<file path="config.mk">
export PLATFORM = sky130hd
export DESIGN_NAME = pvb_ctrl
export DESIGN_NICKNAME = d
export VERILOG_FILES = /design/src/hdl/pvb_pkg.sv /design/src/hdl/pvb_ctrl.sv
export VERILOG_INCLUDE_DIRS = /design/src /design/src/hdl
export SDC_FILE = /design/constraint.sdc
export NUM_CORES = 1
export LEC_CHECK = 0
export ABC_CLOCK_PERIOD_IN_PS = 1490
export BUFFER_PORTS_ARGS = -buffer_cell sky130_fd_sc_hd__buf_4
export CAP_MARGIN = 20
export CORE_AREA = 2 2 39 41
export DETAILED_ROUTE_END_ITERATION = 8
export DIE_AREA = 0 0 41 43
export GPL_TIMING_DRIVEN = 0
export PLACE_DENSITY = 0.34
export SETUP_SLACK_MARGIN = 0.3
export SLEW_MARGIN = 20
export SYNTH_ARGS = -nofsm -noshare
export SYNTH_HDL_FRONTEND = slang
export SYNTH_SLANG_ARGS = --single-unit
</file>
<file path="constraint.sdc">
create_clock -name clk -period 1.49 [get_ports clk]
set_clock_uncertainty 0.15 [all_clocks]
set_input_delay 0.149 -clock clk [delete_from_list [all_inputs] [get_ports clk]]
set_output_delay 0.149 -clock clk [all_outputs]
set_load 0.03 [all_outputs]
</file>
<file path="src/hdl/assert_macros.svh">
// Assertion macros shared by the point vector buffer modules.
`ifndef ASSERT_MACROS_SVH
`define ASSERT_MACROS_SVH

// Concurrent check on the rising edge of clk, switched off while rst_n is low.
`define PVB_ASSERT(name, prop, msg) \
  name: assert property (@(posedge clk) disable iff (!rst_n) prop) \
    else $error(msg);

// Implication form of the check above.
`define PVB_ASSERT_IMP(name, ante, cons, msg) \
  `PVB_ASSERT(name, (ante) |-> (cons), msg)

`endif

</file>
<file path="src/hdl/pvb_pkg.sv">
// Types and constants shared by the point vector buffer modules.
`timescale 1ns / 1ps

package pvb_pkg;

  localparam int CMD_W = 3;
  localparam int IDX_W = 9;
  localparam int CRD_W = 32;
  localparam int STS_W = 2;
  localparam int CNT_W = 9;

  typedef enum logic [CMD_W-1:0] {
    CMD_PUSH   = 3'd0,
    CMD_POP    = 3'd1,
    CMD_GET    = 3'd2,
    CMD_SET    = 3'd3,
    CMD_INSERT = 3'd4,
    CMD_REMOVE = 3'd5,
    CMD_LENGTH = 3'd6,
    CMD_CLEAR  = 3'd7
  } cmd_t;

  typedef enum logic [STS_W-1:0] {
    STAT_OK     = 2'd0,
    STAT_BOUNDS = 2'd1,
    STAT_FULL   = 2'd2
  } status_t;

  typedef enum logic [2:0] {
    S_IDLE,
    S_EXEC,
    S_SHIFT,
    S_FINISH,
    S_RESP
  } state_t;

  typedef enum logic [2:0] {
    DP_NONE,
    DP_LOAD,
    DP_COMMIT,
    DP_SHIFT_INIT,
    DP_SHIFT,
    DP_RESULT
  } dp_op_t;

  typedef struct packed {
    dp_op_t op;
  } dp_cmd_t;

  typedef struct packed {
    logic need_shift;
    logic shift_done;
  } dp_stat_t;

  typedef struct packed {
    cmd_t             command;
    logic [IDX_W-1:0] index;
    logic [CRD_W-1:0] coord_x;
    logic [CRD_W-1:0] coord_y;
    logic [CRD_W-1:0] coord_z;
  } req_t;

  typedef struct packed {
    status_t          status;
    logic [CRD_W-1:0] point_x;
    logic [CRD_W-1:0] point_y;
    logic [CRD_W-1:0] point_z;
    logic [CNT_W-1:0] count;
  } rsp_t;

endpackage

</file>
<file path="src/hdl/pvb_ctrl.sv">
// Control state machine of the point vector buffer.
`timescale 1ns / 1ps
`include "assert_macros.svh"

module pvb_ctrl (
  input  logic               clk,
  input  logic               rst_n,
  input  logic               in_valid,
  output logic               in_ready,
  output logic               out_valid,
  input  logic               out_ready,
  input  pvb_pkg::dp_stat_t  stat,
  output pvb_pkg::dp_cmd_t   cmd
);
  import pvb_pkg::*;

  state_t state_r, state_nxt;
  logic   out_valid_r, out_valid_nxt;

  always_ff @(posedge clk) begin
    if (!rst_n) begin
      state_r     <= S_IDLE;
      out_valid_r <= 1'b0;
    end else begin
      state_r     <= state_nxt;
      out_valid_r <= out_valid_nxt;
    end
  end

  always_comb begin
    state_nxt     = state_r;
    cmd.op        = DP_NONE;
    in_ready      = 1'b0;
    out_valid_nxt = out_valid_r && !out_ready;
    unique case (state_r)
      S_IDLE: begin
        in_ready = 1'b1;
        if (in_valid) begin
          cmd.op    = DP_LOAD;
          state_nxt = S_EXEC;
        end
      end
      S_EXEC: begin
        if (stat.need_shift) begin
          cmd.op    = DP_SHIFT_INIT;
          state_nxt = S_SHIFT;
        end else begin
          cmd.op    = DP_COMMIT;
          state_nxt = S_RESP;
        end
      end
      S_SHIFT: begin
        cmd.op = DP_SHIFT;
        if (stat.shift_done) begin
          state_nxt = S_FINISH;
        end
      end
      S_FINISH: begin
        cmd.op    = DP_COMMIT;
        state_nxt = S_RESP;
      end
      S_RESP: begin
        if (!out_valid_r || out_ready) begin
          cmd.op        = DP_RESULT;
          out_valid_nxt = 1'b1;
          state_nxt     = S_IDLE;
        end
      end
      default: begin
        state_nxt = S_IDLE;
      end
    endcase
  end

  assign out_valid = out_valid_r;

  // A new result only appears from the response state.
  `PVB_ASSERT_IMP(a_result_from_resp, $rose(out_valid_r), $past(state_r) == S_RESP, "result raised outside response state")
  // No shift may still be running once the controller is back to idle.
  `PVB_ASSERT_IMP(a_idle_shift_quiet, state_r == S_IDLE, stat.shift_done, "shift still active in idle")

endmodule

</file>
==> key figures <==
Hold path
  • WHS Endpoint: state_r[0]
  • Class of the worst hold path: input pin to flip-flop
  • WHS Path Cells: 3
  • Hold path start: stat[0]

Timing
  • Slew @ Worst Pin: between 0.2 and 0.3 ns
  • Fin crit period: 1.66 ns
  • RSZ-0062 raised after global routing: yes
  • Final Slew Violations: 0
  • Setup TNS: -0.338 ns
  • Final setup fails: 2
  • Worst slew margin: 0.813
  • Fin crit share: 1.11
  • Hold slack: about 0.11 ns
  • Final Hold Fails: 0
  • Fmax: 603 MHz
  • Worst setup margin: -0.169 ns

Critical path
  • FF-to-FF path depth: 4
  • Critical setup path kind: flip-flop to output port
  • FF-to-FF setup slack: roughly 0.36 ns
  • Slowest stage delay, CP: 0.43 ns
  • Worst EP required: about 1.2 ns
  • Reg2Reg Launch Point: state_r[0]
  • Critical Path Start Type: flip-flop
  • Reg2reg end: state_r[2]
  • Slowest cell on the critical path: or3b_4
  • CP Max Fanout: 8
  • Crit-path most repeated cell: buf_6
  • Cells along the critical path: buf_6 -> or3b_4 -> o32ai_4 -> buf_6
  • Data arrival, critical path: between 1 and 1.5 ns
  • CP endpoint kind: output port

GRT
  • Tot GR Track Use: 0.0764
  • Initial antenna violation count: 0
  • Total grt overflow: 0
  • Largest net degree at the start of global routing: 10
  • Vias in the first global route: between 200 and 250
  • First-pass GRT wire length: around 800 um

Floorplanning
  • Die Width: 41 um
  • IO Count: 11
  • Row cnt: 14
  • DIE AREA: around 1800 um2
  • Die Span Y: 43 um
  • Initial Util: 0.165
  • Core Region: between 1000 and 1500 um2

Logic synthesis
  • Yosys warning count: 0
  • Mapped Nets: 32
  • Synth cell types: 18
  • Post-Synthesis Cells: 26
  • Seq/Total Area, Yosys: 0.352
  • Top cells by area, synth: dfxtp_1, mux2i_1, nand2b_1
  • Syn_area_per_cell: roughly 8.8 um2
  • Share of the synthesized area in the top cell type: 0.352
  • Synth Cell Area: about 230 um2
  • Cell taking the most area after synthesis: dfxtp_1
  • Register bit total from synthesis: 4

CTS
  • Reg clk slew, reported paths: 0.04 ns
  • CTS tree: yes
  • Longest Clk Path Bufs: 2
  • Root Driver: clkbuf_4
  • Skew-Pair Late Insertion Delay: 0.23 ns
  • CTS H-tree depth: 1
  • Cts bufs inserted: 3
  • CTS sink cnt: 4

Outcome
  • Outcome: finished, violations left
  • Violated checks: negative setup slack

Pwr
  • P per Cell Area: between 800 and 900 nW/um2
  • Seq pwr share: 0.304
  • P_leak: approximately 0.18 nW
  • Power Internal: 0.272 mW
  • Total design power: around 0.38 mW
  • Power share of the combinational group: 0.311
  • Psw: approximately 0.10 mW
  • Power share of the clock group: 0.385
  • Sw frac: 0.278
  • Maximum VDD drop: approximately 0.33 mV

Detailed routing
  • DR vias: 225
  • Routed Antenna Nets: 0
  • Post-route DRC violation count: 0
  • 1st-pass router iterations: 2
  • Wire per inst: just under 9 um
  • Vias per inst: just under 4
  • DRT iter0 DRCs: 4
  • Post-Route WL: 511 um

Placement
  • Cell Area, Placed: 382 um2
  • DP Worst Slack: -0.0776 ns
  • Inst Count DP: 52
  • PortBufs: 10
  • Routability cong.: around 0.64
  • Post-DP HPWL: 416 um

Layout
  • N_diodes: 0
  • Fillcell total: about 150
  • Commonest non-fill, non-tap cell in the layout: buf_4
  • Design Area, Final: 449 um2
  • Fin nets: between 40 and 50
  • Layout area overhead: 97.3%
  • Commonest non-fill, non-tap cells in the layout: buf_4, buf_6, clkbuf_4
  • Finished Layout Cells: 58
  • Post-layout util: 0.325
  • Layout cells sized above 1: 0.619

Job
  • Max Cap Viol: 0
worst max path at each step:
stage | depth (start not counted) | end | slack (ns) | from
floorplan | 3 | cmd[2] | 0.01 | out_valid
global placement | 3 | cmd[2] | -0.07 | state_r[2]
CTS | 4 | cmd[0] | -0.19 | out_valid
global route | 4 | cmd[0] | -0.24 | state_r[1]
detailed placement | 3 | cmd[2] | -0.08 | state_r[2]
finish | 4 | cmd[0] | -0.17 | state_r[1]
critical path: cells and delay by family, from the launching register on:
family          cells  cell delay [ns]
compound gates      1             0.11
flops               1             0.30
buf+inv             2             0.29
simple gates        1             0.43
kinds of logic after synthesis:
group	after synthesis	share of synthesized area
AND/OR/NAND/NOR	11	0.275
AO/OA/AOI/OAI	5	0.148
flip-flops	4	0.352
multiplexers	3	0.137
buffers and inverters	3	0.0879
layer usage:
metal	track usage	vias to the layer above	share of wire
met3	0.0471	0	0.094
met4	0.0600	0	0
met1	0.0935	97	0.43
met2	0.0906	8	0.47
li1	-	120	-
met5	0	-	0
cell usage after synthesis:
library cell,number
a21boi_1,1
o21a_1,1
dfxtp_1,4
buf_2,1
nor2b_1,2
a21oi_1,1
or3b_1,1
o32ai_1,1
nor3_1,2
nand2_1,2
o21ai_0,1
nand2b_1,2
buf_6,1
inv_1,1
mux2_2,1
nor2_1,1
nor3b_1,1
mux2i_1,2
final cells by class:
class	instances	area, um2	share of cell area
Sequential cell	4	88.8	0.198
Buffer	2	26.3	0.0585
Clock buffer	4	26.3	0.0585
Multi-Input combinational cell	19	180	0.401
Timing Repair Buffer	12	104	0.231
Inverter	1	3.75	0.00836
Tap cell	16	20.0	0.0446
timing repair:
item / CTS / global route
setup buffers: 1 / 0
pin swaps: 2 / 0
gates resized for setup: 7 / 1
hold buffers: 1 / 0
endpoints found under the setup margin: 5 / 5
hold endpoints to repair: 1 / 0
sequential cells by signal, summed over array words and instances, names as in the netlist:
| register | count |
|---|---|
| state_r | 3 |
| out_valid | 1 |
power groups by stage:
stage / clock network (mW) / registers (mW) / logic, mW
floorplan: 0 / 0.117 / 0.0714
global placement: 0 / 0.116 / 0.107
detailed placement: 0 / 0.116 / 0.107
CTS: 0.153 / 0.114 / 0.117
global route: 0.169 / 0.115 / 0.125
finish: 0.145 / 0.115 / 0.117
(Power assumes the default switching activity.)
